### src/design/lfuc_pkg.sv
package lfuc_pkg;

  localparam int CfgW   = 5;
  localparam int KeyW   = 32;
  localparam int ValW   = 32;
  localparam int CountW = 32;
  localparam int StampW = 64;

  localparam logic [CfgW-1:0]   CapReset  = 5'd16;
  localparam logic [ValW-1:0]   MissValue = '1;
  localparam logic [CountW-1:0] CountOne  = 32'd1;
  localparam logic [CountW-1:0] CountMax  = '1;

  localparam logic OpGet = 1'b0;
  localparam logic OpPut = 1'b1;

  typedef struct packed {
    logic                   opcode;
    logic signed [KeyW-1:0] lookup_key;
    logic signed [ValW-1:0] write_value;
  } req_t;

  typedef struct packed {
    logic                   key_hit;
    logic signed [ValW-1:0] read_value;
  } rsp_t;

  typedef struct packed {
    logic [KeyW-1:0]   key;
    logic [ValW-1:0]   value;
    logic [CountW-1:0] count;
    logic [StampW-1:0] stamp;
  } entry_t;

  typedef struct packed {
    logic hit;
    logic free_found;
    logic vic_found;
  } scan_flags_t;

  typedef enum logic [1:0] {
    StIdle,
    StScan,
    StWrite
  } state_e;

endpackage

### src/design/lfuc_scan.sv
module lfuc_scan import lfuc_pkg::*; #(
  parameter int IdxW = 4
) (
  input  logic            clk_i,
  input  logic            rst_ni,
  input  logic            start_i,
  input  logic            chk_en_i,
  input  logic [IdxW-1:0] chk_idx_i,
  input  logic            chk_valid_i,
  input  entry_t          entry_i,
  input  logic [KeyW-1:0] key_i,
  output scan_flags_t     flags_o,
  output logic [IdxW-1:0] hit_idx_o,
  output logic [IdxW-1:0] free_idx_o,
  output logic [IdxW-1:0] vic_idx_o,
  output entry_t          hit_entry_o
);

  scan_flags_t       flags_q;
  logic [IdxW-1:0]   hit_idx_q, free_idx_q, vic_idx_q;
  entry_t            hit_ent_q;
  logic [CountW-1:0] vic_cnt_q;
  logic [StampW-1:0] vic_stamp_q;

  logic is_hit, is_free, is_vic;

  always_comb begin
    is_hit  = chk_valid_i && (entry_i.key == key_i) && !flags_q.hit;
    is_free = !chk_valid_i && !flags_q.free_found;
    is_vic  = chk_valid_i && (!flags_q.vic_found || (entry_i.count < vic_cnt_q) ||
              ((entry_i.count == vic_cnt_q) && (entry_i.stamp < vic_stamp_q)));
  end

  always_ff @(posedge clk_i or negedge rst_ni) begin
    if (!rst_ni) begin
      flags_q <= '0;
    end else if (start_i) begin
      flags_q <= '0;
    end else if (chk_en_i) begin
      if (is_hit)  flags_q.hit        <= 1'b1;
      if (is_free) flags_q.free_found <= 1'b1;
      if (is_vic)  flags_q.vic_found  <= 1'b1;
    end
  end

  always_ff @(posedge clk_i) begin
    if (chk_en_i) begin
      if (is_hit) begin
        hit_idx_q <= chk_idx_i;
        hit_ent_q <= entry_i;
      end
      if (is_free) free_idx_q <= chk_idx_i;
      if (is_vic) begin
        vic_idx_q   <= chk_idx_i;
        vic_cnt_q   <= entry_i.count;
        vic_stamp_q <= entry_i.stamp;
      end
    end
  end

  assign flags_o     = flags_q;
  assign hit_idx_o   = hit_idx_q;
  assign free_idx_o  = free_idx_q;
  assign vic_idx_o   = vic_idx_q;
  assign hit_entry_o = hit_ent_q;

endmodule

### src/design/lfu_cache_table_core.sv
// Fully associative key-value cache with least-frequently-used replacement, ties broken
// by least recent use. Each item is a get or a put; every item returns one result with
// key_hit and read_value (-1 on a miss and for every put). Entries live in one
// entry memory with a registered read and its own write port; each item passes through
// an accept step, one memory read per entry to match the key and pick the victim, and
// a write-back step. The result sits in an output register, so the next item can be
// accepted while it waits. Valid bits and the fill count clear at reset; entry contents
// need no clearing pass. The capacity register may be written at any time the block is
// idle and is limited to CAPACITY; zero turns puts into no-ops.
module lfu_cache_table_core import lfuc_pkg::*; #(
  parameter int CAPACITY = 16
) (
  input  logic            clk_i,
  input  logic            rst_ni,
  input  logic            cfg_valid_i,
  output logic            cfg_ready_o,
  input  logic [CfgW-1:0] cfg_data_i,
  input  logic            in_valid_i,
  output logic            in_ready_o,
  input  req_t            in_data_i,
  output logic            out_valid_o,
  input  logic            out_ready_i,
  output rsp_t            out_data_o
);

  localparam int IdxW = (CAPACITY > 1) ? $clog2(CAPACITY) : 1;
  localparam int CntW = $clog2(CAPACITY + 1);
  localparam int CmpW = (CntW > CfgW) ? CntW : CfgW;
  localparam logic [IdxW-1:0] LastIdx = IdxW'(CAPACITY - 1);

  state_e            state_q, state_d;
  logic [CfgW-1:0]   cap_q;
  logic [CntW-1:0]   used_q;
  logic [StampW-1:0] stamp_q;
  logic [CAPACITY-1:0] valid_q;
  logic [IdxW-1:0]   chk_idx_q;
  req_t              req_q;
  logic              out_valid_q;
  rsp_t              out_data_q;

  entry_t            mem_q [CAPACITY];
  entry_t            rd_q;

  logic              scan_start, chk_en, mem_we, set_valid, used_inc, out_load;
  logic [IdxW-1:0]   rd_addr, wr_idx;
  entry_t            wr_ent;
  rsp_t              rsp_d;

  scan_flags_t       flags;
  logic [IdxW-1:0]   hit_idx, free_idx, vic_idx;
  entry_t            hit_ent;

  logic [CmpW-1:0]   cap_ext, cap_lim, cap_eff, used_ext;

  assign cap_ext  = CmpW'(cap_q);
  assign cap_lim  = CmpW'(CAPACITY);
  assign cap_eff  = (cap_ext < cap_lim) ? cap_ext : cap_lim;
  assign used_ext = CmpW'(used_q);

  lfuc_scan #(
    .IdxW(IdxW)
  ) u_scan (
    .clk_i       (clk_i),
    .rst_ni      (rst_ni),
    .start_i     (scan_start),
    .chk_en_i    (chk_en),
    .chk_idx_i   (chk_idx_q),
    .chk_valid_i (valid_q[chk_idx_q]),
    .entry_i     (rd_q),
    .key_i       (req_q.lookup_key),
    .flags_o     (flags),
    .hit_idx_o   (hit_idx),
    .free_idx_o  (free_idx),
    .vic_idx_o   (vic_idx),
    .hit_entry_o (hit_ent)
  );

  always_comb begin
    state_d    = state_q;
    in_ready_o = 1'b0;
    scan_start = 1'b0;
    chk_en     = 1'b0;
    rd_addr    = '0;
    mem_we     = 1'b0;
    wr_idx     = hit_idx;
    wr_ent     = hit_ent;
    set_valid  = 1'b0;
    used_inc   = 1'b0;
    out_load   = 1'b0;
    rsp_d      = '{key_hit: flags.hit, read_value: MissValue};
    unique case (state_q)
      StIdle: begin
        in_ready_o = 1'b1;
        if (in_valid_i) begin
          scan_start = 1'b1;
          state_d    = StScan;
        end
      end
      StScan: begin
        chk_en  = 1'b1;
        rd_addr = (chk_idx_q == LastIdx) ? '0 : chk_idx_q + 1'b1;
        if (chk_idx_q == LastIdx) state_d = StWrite;
      end
      StWrite: begin
        if (!out_valid_q || out_ready_i) begin
          out_load     = 1'b1;
          state_d      = StIdle;
          wr_ent.count = (hit_ent.count == CountMax) ? hit_ent.count : hit_ent.count + 1'b1;
          wr_ent.stamp = stamp_q;
          if (req_q.opcode == OpGet) begin
            if (flags.hit) begin
              mem_we           = 1'b1;
              rsp_d.read_value = hit_ent.value;
            end
          end else if (cap_eff != '0) begin
            if (flags.hit) begin
              mem_we       = 1'b1;
              wr_ent.value = req_q.write_value;
            end else begin
              wr_ent = '{key: req_q.lookup_key, value: req_q.write_value,
                         count: CountOne, stamp: stamp_q};
              if (used_ext < cap_eff) begin
                if (flags.free_found) begin
                  mem_we    = 1'b1;
                  wr_idx    = free_idx;
                  set_valid = 1'b1;
                  used_inc  = 1'b1;
                end
              end else if (flags.vic_found) begin
                mem_we = 1'b1;
                wr_idx = vic_idx;
              end
            end
          end
        end
      end
      default: state_d = StIdle;
    endcase
  end

  always_ff @(posedge clk_i or negedge rst_ni) begin
    if (!rst_ni) begin
      state_q     <= StIdle;
      cap_q       <= CapReset;
      used_q      <= '0;
      stamp_q     <= '0;
      valid_q     <= '0;
      chk_idx_q   <= '0;
      out_valid_q <= 1'b0;
    end else begin
      state_q <= state_d;
      if (cfg_valid_i) cap_q <= cfg_data_i;
      if (scan_start) begin
        chk_idx_q <= '0;
      end else if (chk_en) begin
        chk_idx_q <= chk_idx_q + 1'b1;
      end
      if (mem_we) stamp_q <= stamp_q + 1'b1;
      if (set_valid) valid_q[wr_idx] <= 1'b1;
      if (used_inc) used_q <= used_q + 1'b1;
      if (out_load) begin
        out_valid_q <= 1'b1;
      end else if (out_ready_i) begin
        out_valid_q <= 1'b0;
      end
    end
  end

  always_ff @(posedge clk_i) begin
    if (scan_start) req_q <= in_data_i;
    if (out_load) out_data_q <= rsp_d;
  end

  // entry memory
  always_ff @(posedge clk_i) begin
    if (mem_we) mem_q[wr_idx] <= wr_ent;
    rd_q <= mem_q[rd_addr];
  end

  assign cfg_ready_o = 1'b1;
  assign out_valid_o = out_valid_q;
  assign out_data_o  = out_data_q;

`ifndef SYNTHESIS
  a_used_matches_valid: assert property (@(posedge clk_i) disable iff (!rst_ni)
    used_q == CntW'($countones(valid_q)))
    else $error("fill count disagrees with valid bits");

  a_written_slot_valid: assert property (@(posedge clk_i) disable iff (!rst_ni)
    mem_we |=> valid_q[$past(wr_idx)])
    else $error("entry written to a slot that is not valid");

  a_scan_runs_through: assert property (@(posedge clk_i) disable iff (!rst_ni)
    (state_q == StScan && chk_idx_q != LastIdx) |=> state_q == StScan)
    else $error("scan left before the last entry");

  a_write_only_at_end: assert property (@(posedge clk_i) disable iff (!rst_ni)
    mem_we |-> (state_q == StWrite && out_load))
    else $error("entry memory written outside write-back");
`endif

endmodule

### config.mk
export PLATFORM = sky130hd
export DESIGN_NAME = lfu_cache_table_core
export DESIGN_NICKNAME = d
export VERILOG_FILES = /design/src/design/lfuc_pkg.sv /design/src/design/lfuc_scan.sv /design/src/design/lfu_cache_table_core.sv
export SDC_FILE = /design/constraint.sdc
export NUM_CORES = 2
export LEC_CHECK = 0
export BUFFER_PORTS_ARGS = -buffer_cell sky130_fd_sc_hd__buf_2
export CAP_MARGIN = 20
export CORE_MARGIN = 2
export CORE_UTILIZATION = 67
export CTS_BUF_LIST = sky130_fd_sc_hd__clkbuf_16
export DETAILED_ROUTE_END_ITERATION = 12
export PLACE_DENSITY = 0.88
export SKIP_LAST_GASP = 1
export SLEW_MARGIN = 5
export SYNTH_ARGS = -nofsm -noshare
export SYNTH_HDL_FRONTEND = slang
export SYNTH_SLANG_ARGS = --single-unit
export TNS_END_PERCENT = 20
### constraint.sdc
create_clock -name clk_i -period 14.8 [get_ports clk_i]
set_input_delay 0.74 -clock clk_i [delete_from_list [all_inputs] [get_ports clk_i]]
set_output_delay 0.74 -clock clk_i [all_outputs]
set_load 0.005 [all_outputs]
======== Yosys cells after proc, flatten, opt, wreduce, memory -nomap -nowiden ========
Memories as Yosys holds them, arrays and structs flattened. A register that Yosys moved wholly into a read port is not among the register bits.
Cells that the tools add are included.
W data, S select, Z words.
word-level totals
  logic and storage cells ................. 136
  bits in read-only memories .............. 0
  bits in writable memories ............... 2560
  output and inout port bits .............. 36
  bits in registers ....................... 466
  memories ................................ 1
  bits in latches ......................... 0
operators by class
  reductions and logical operators ........ 29
  shift operators ......................... 0
  divide/modulo/power cells ............... 0
  eq/ne operators ......................... 9
  add/sub/neg operators ................... 4
  bitwise logic cells ..................... 4
  order comparisons ....................... 7
  multiplexer cells ....................... 58
  multiply operators ...................... 0
memories
  memory  words  bits a word  rd ports  clocked after Yosys merged registers in  wr ports  RTL line                    text
  mem_q   16     160          1         1                                        1         lfu_cache_table_core.sv:41  entry_t mem_q [CAPACITY];
operator list
  cell                     number
  $mux W160                4
  $mux W96                 1
  $add A64 B1 Y64 const B  1
  $eq A32 B32 Y1           2
  $lt A64 B64 Y1           1
  $mux W32                 2
  $mux W4                  12
  $add A32 B1 Y32 const B  1
  $eq A32 B32 Y1 const B   1
  $lt A32 B32 Y1           1
  $mux W1                  30
  $or A16 B16 Y16          1
  $reduce_and A2 Y1        6
  $lt A4 B5 Y1 const B     2
  $reduce_bool A2 Y1       5
  $logic_and A1 B1 Y1      6
  $mux W2                  3
  $mux W3                  2
  $ne A2 B2 Y1 const B     3
  $pmux W2 S3              1
  $add A5 B1 Y5 const B    1
  $logic_not A1 Y1         5
  $lt A5 B5 Y1             1
  $lt A5 B5 Y1 const B     1
  other kinds (14)         18

======== Depth between registers and ports, before layout ========
  depth after elaboration ................. 14
  depth in mapped cells ................... 12
  gate-level depth less buffers ........... 10

======== Modules after synthesis ========
From an unflattened synthesis, not the netlist that was laid out.
second synthesis, totals
  cells, all modules ...................... 8724
  area, all modules ....................... 123467.2 sq um
modules (own cells, without submodules)
  module                seq. area each (sq um)  instances  area an instance (sq um)  cells each
  lfu_cache_table_core  85448.2                 1          112594.2                  8068
  lfuc_scan             8122.8                  1          10872.9                   656

======== Worst setup path after synthesis ========
OpenSTA, ideal clock, no wires.
  path kind ............................... register to register
  from .................................... register cap_q[4] (netlist: cap_ext[4])
  to ...................................... memory mem_q[12][0] (netlist name), enable pin
  period minus slack after synthesis ...... 9614 ps
  buffers on the path ..................... 1
  path slack .............................. 5186 ps
  cell stages (with the launch flop) ...... 10
  setup time .............................. 682 ps
  required time ........................... 14118 ps
  data arrival time ....................... 8932 ps
  path through ............................ dfstp_2 inv_1 ha_1 nand4_1 o21a_1 a21bo_2 a31oi_1 clkbuf_1 nand3_1 nor2_1
on the way
  cells in the longest elaborated chain, start to end .. 11
  elaborated cells between the ends (all ways) .. 18
  classes of those cells .................. 2 x order compare; 15 x mux; 1 x reduce/logical
RTL lines
  item                           RTL line                     text
  start: declaration             lfu_cache_table_core.sv:32   logic [CfgW-1:0] cap_q;
  start signal: assignment       lfu_cache_table_core.sv:144  cap_q <= CapReset;
  start signal: assignment       lfu_cache_table_core.sv:152  if (cfg_valid_i) cap_q <= cfg_data_i;
  $lt A5 B5 Y1                   lfu_cache_table_core.sv:57   assign cap_eff = (cap_ext < cap_lim) ? cap_ext : cap_lim;
  $mux W5 *                      lfu_cache_table_core.sv:57
  $lt A5 B5 Y1                   lfu_cache_table_core.sv:122  if (used_ext < cap_eff) begin
  $mux W1                        lfu_cache_table_core.sv:122
  $mux W1                        lfu_cache_table_core.sv:116  if (flags.hit) begin
  $mux W1                        lfu_cache_table_core.sv:115  end else if (cap_eff != '0) begin
  $mux W1                        lfu_cache_table_core.sv:110  if (req_q.opcode == OpGet) begin
  $mux W1                        lfu_cache_table_core.sv:105  if (!out_valid_q || out_ready_i) begin
  $mux W1                        lfu_cache_table_core.sv:91   unique case (state_q)
  $mux W1                        lfu_cache_table_core.sv:176  if (mem_we) mem_q[wr_idx] <= wr_ent;
  $mux W1 (not written as such)  lfu_cache_table_core.sv:176
  end: declaration               lfu_cache_table_core.sv:41
Every way passes the cells marked *; elsewhere a longest branch is shown, timed or not.

======== Worst setup path in the final report ========
  from .................................... register cap_q[0] (netlist: cap_ext[0])
  to ...................................... memory mem_q[15][56] (netlist name), enable pin
Same word-level chain as after synthesis.

==> flow_summary.rst <==
.. list-table::
   :header-rows: 1

   * - Metric
     - Value
   * - Chip width
     - around 430 µm
   * - Slew at the pin closest to its max-slew limit
     - 1327 ps
   * - Cells after Synth
     - 9,331
   * - Final setup skew
     - slightly above 90 ps
   * - Fraction of the cycle the final worst path needs
     - between 40 and 50%
   * - Insertion delay to the later sink of the worst-skew pair
     - 1000 ps
   * - Area growth from synthesis to layout
     - 10.50%
   * - Final Critical Period
     - 6880 ps
   * - Synthesized flop and latch total
     - roughly 3,200
   * - Clk buf depth
     - 4
   * - Number of hold violations in the final report
     - 0
   * - Die height
     - 434.8 µm
   * - Achievable Freq
     - 145.4 MHz
   * - Dominant cell type by count on the critical path
     - sky130_fd_sc_hd__buf_4
   * - Number of ports placed on the die boundary
     - ~110
   * - Max incr delay on CP
     - 1010 ps
   * - Final #Nets
     - ~9,500
   * - Remaining global-route overflow
     - 0
   * - Sum of net half-perimeters after detailed placement
     - 159,600 µm
   * - Cell type contributing the most total cell area after synthesis
     - sky130_fd_sc_hd__edfxtp_1
   * - Share of final-layout standard cells stronger than drive strength 1
     - under 10%
   * - Kind of critical path
     - flip-flop to flip-flop
   * - Number of synthesized flops with an enable pin
     - ~2,900
   * - Post-Syn Nets
     - about 9,500
   * - Sequential element share of the synthesized area
     - between 70% and 80%
   * - CTS H-Tree Depth
     - 5
   * - Placeable Area
     - around 0.18 mm²
   * - Buf+Inv Stages, Crit Path
     - 3
   * - Wire length per cell after detailed routing
     - about 28 µm
   * - Number of nets still failing antenna checks after routing
     - 0
   * - Num CTS Buffers
     - 308
   * - Total DRC errors in the routed layout
     - 0
   * - Global-route usage over all layers
     - around a third
   * - Most common cell after layout, fill and taps aside
     - sky130_fd_sc_hd__edfxtp_1
   * - IR Drop Worst-Case VDD
     - 331.8 µV
   * - Number of core rows
     - approximately 160
   * - CTS clk-pin slew, worst paths
     - ~70 ps
   * - Post-Route WL
     - about 340,000 µm
   * - Post-CTS setup buffers
     - 0
   * - Family with the most delay on the worst path
     - simple AND/OR/NAND/NOR gates
   * - Worst min-delay path category
     - primary input to flip-flop
   * - Maximum fanout count along the critical path
     - 39
   * - Area of the die
     - between 0.15 and 0.2 mm²
   * - Hold bufs inserted after CTS
     - between 60 and 70
   * - Power per Cell Area
     - ~210 mW/mm²
   * - Data required time at the worst endpoint
     - 15,370 ps
   * - Antenna violations before repair
     - 9
   * - Drt first-iter violations
     - roughly 16,000
   * - Number of vias in the routed layout
     - about 84,000
   * - Biggest area contributors in the synthesized netlist
     - sky130_fd_sc_hd__edfxtp_1 (71%), sky130_fd_sc_hd__nand2_1 (8.8%), sky130_fd_sc_hd__a311oi_1 (3.4%), sky130_fd_sc_hd__nand3_1 (2.8%), sky130_fd_sc_hd__dfxtp_1 (2.6%)
   * - TritonCTS clock tree
     - yes
   * - CP arrival
     - about 7500 ps
   * - # resized after CTS
     - 0
   * - Top_reg_cell synth
     - sky130_fd_sc_hd__edfxtp_1
   * - Portion of synthesized cell area occupied by the leading cell type
     - a little over two thirds
   * - Most frequent cells in the layout
     - sky130_fd_sc_hd__edfxtp_1 (2,926), sky130_fd_sc_hd__nand2_1 (2,919), sky130_fd_sc_hd__nand3_1 (699)
   * - Cell breakdown of the critical path
     - or4_1, o21ai_0, or3_2, o21ai_0, o211ai_1, nand3_1, nor2_4, buf_4, buf_4, buf_4
   * - Worst setup SP type
     - flip-flop
   * - Critical path's slowest cell
     - sky130_fd_sc_hd__nor2_4
   * - Worst hold margin
     - between 70 and 80 ps
   * - Maximum number of pins on one net before global-route repair
     - 223
   * - Headroom to the max-slew limit
     - 11.51%
   * - Leakage
     - 48.86 nW
   * - Fillers
     - just over 9,000
   * - Element type at the critical path end
     - flip-flop
   * - Clock sink total
     - between 3,000 and 4,000
   * - 1st-pass router iterations
     - 7
   * - Starting Density
     - about two thirds
   * - Syn. warnings
     - 0
   * - Count of different cell masters after synthesis
     - 60
   * - Quantity of I/O buffers inserted on ports
     - between 100 and 150
   * - Last weighted congestion value of the routability-driven placer
     - about 0.86
   * - Proportion of synthesized flip-flops having asynchronous set or reset
     - between 3 and 4%
   * - Setup repair after global routing missed its margin
     - no
   * - Global-route wire length before repair
     - 502,300 µm
   * - Routed via count divided by cell count
     - about 7.0
   * - Post-Syn Area
     - between 0.1 and 0.15 mm²
   * - Root Buffer Master
     - sky130_fd_sc_hd__clkbuf_16
   * - Number of endpoints failing setup at the final stage
     - 0
   * - Count of final max-slew check failures
     - 0
   * - Status
     - completed
   * - Max-capacitance violation count
     - 0
   * - Syn_area_per_cell
     - 13.32 µm²
   * - Setup_tns
     - 0 ps
   * - Number of global-route vias before repair
     - 83,969
kinds of logic after synthesis:
family          count (synthesis)  share of synthesized area [%]
simple gates                 4232                          14.61
flops                        3186                          75.26
compound gates                942                          5.561
buf+inv                       691                          2.159
xor+xnor                      128                         0.9017
fa+ha+maj                     103                          1.037
mux                            48                         0.4660
other cells                     1                       0.003016
cells in the mapped netlist, drive strengths merged, types with 3 or more instances:
cell type  instances
a211oi             7
mux4               4
o21ai             28
nand2b             9
mux2i              5
dfxtp            160
o21bai             9
nor3              35
xor2              72
nor2              82
edfxtp          2926
nand4             59
a21o              28
ha               103
nor4              19
a311oi           481
and4              11
and2               7
dfrtp             99
a21oi            201
nand2           2921
or2                4
clkbuf           490
mux2              39
nand3b             3
or3               39
o22ai              3
nor2b              4
inv              102
and3             336
xnor2             56
nand3            700
buf               99
a31oi            164
state kept, by name, indices dropped and copies added, names as in the netlist, 3 cells and up:
| register | count |
|---|---|
| mem_q | 2560 |
| rd_q | 160 |
| u_scan.hit_entry_o | 160 |
| req_q | 65 |
| stamp_q | 64 |
| u_scan.vic_stamp_q | 64 |
| out_data_o | 33 |
| u_scan.vic_cnt_q | 32 |
| valid_q | 16 |
| cap_ext | 5 |
| used_ext | 5 |
| chk_idx_q | 4 |
| u_scan.free_idx_o | 4 |
| u_scan.hit_idx_o | 4 |
| u_scan.vic_idx_o | 4 |
| u_scan.flags_o | 3 |
final timing paths:
kind	slack, ps	from	to	cells past startpoint
min	80	in_data_i[64]	req_q[64]$_DFFE_PP_	1
min in group asynchronous	300	rst_ni	u_scan.flags_o[2]$_DFFE_PN0P_	2
min reg2reg	360	rd_q[118]$_DFF_P_	u_scan.hit_entry_o[118]$_DFFE_PP_	0
max reg2reg	7920	cap_ext[0]$_DFFE_PN0P_	mem_q[15][56]$_DFFE_PP_	10
max in group asynchronous	13070	rst_ni	stamp_q[30]$_DFFE_PN0P_	3
max	7920	cap_ext[0]$_DFFE_PN0P_	mem_q[15][56]$_DFFE_PP_	10
where the power goes:
group,internal (mW),switching [mW]
clock network,4.35,3.39
logic,3.15,7.81
registers,10.2,0.323
layout make-up:
cell class              instances  area (µm²)  area share [%]
clock buffers                 317        7933           5.774
diodes                          2       5.005        0.003643
well taps                    2480        3103           2.259
flip-flops and latches       3186       93570           68.11
clock inverters               230        1715           1.249
inverters                     102       386.6          0.2814
multi-input cells            5454       28290           20.60
repair buffers                296        2370           1.725
metrics by stage:
stage,instances,cell area [µm²],total power [mW],utilization [%],setup WS [ps]
after floorplan,9331,124300,17.94,-,5186
after global placement,11442,126900,20.18,68.67,8384
after detailed placement,11443,127000,20.73,68.68,8312
after CTS,12052,137200,28.61,74.24,8199
after global routing,12065,137400,30.16,74.32,7824
final,12067,137400,29.19,74.32,7920
per-layer routing:
layer,wire [µm],track usage [%],share of wire [%]
met5,92,0,0.027
met4,24730,23.27,7.3
met2,159700,55.14,47
met3,46410,7.699,14
met1,106100,44.03,31
(Power assumes the default switching activity.)
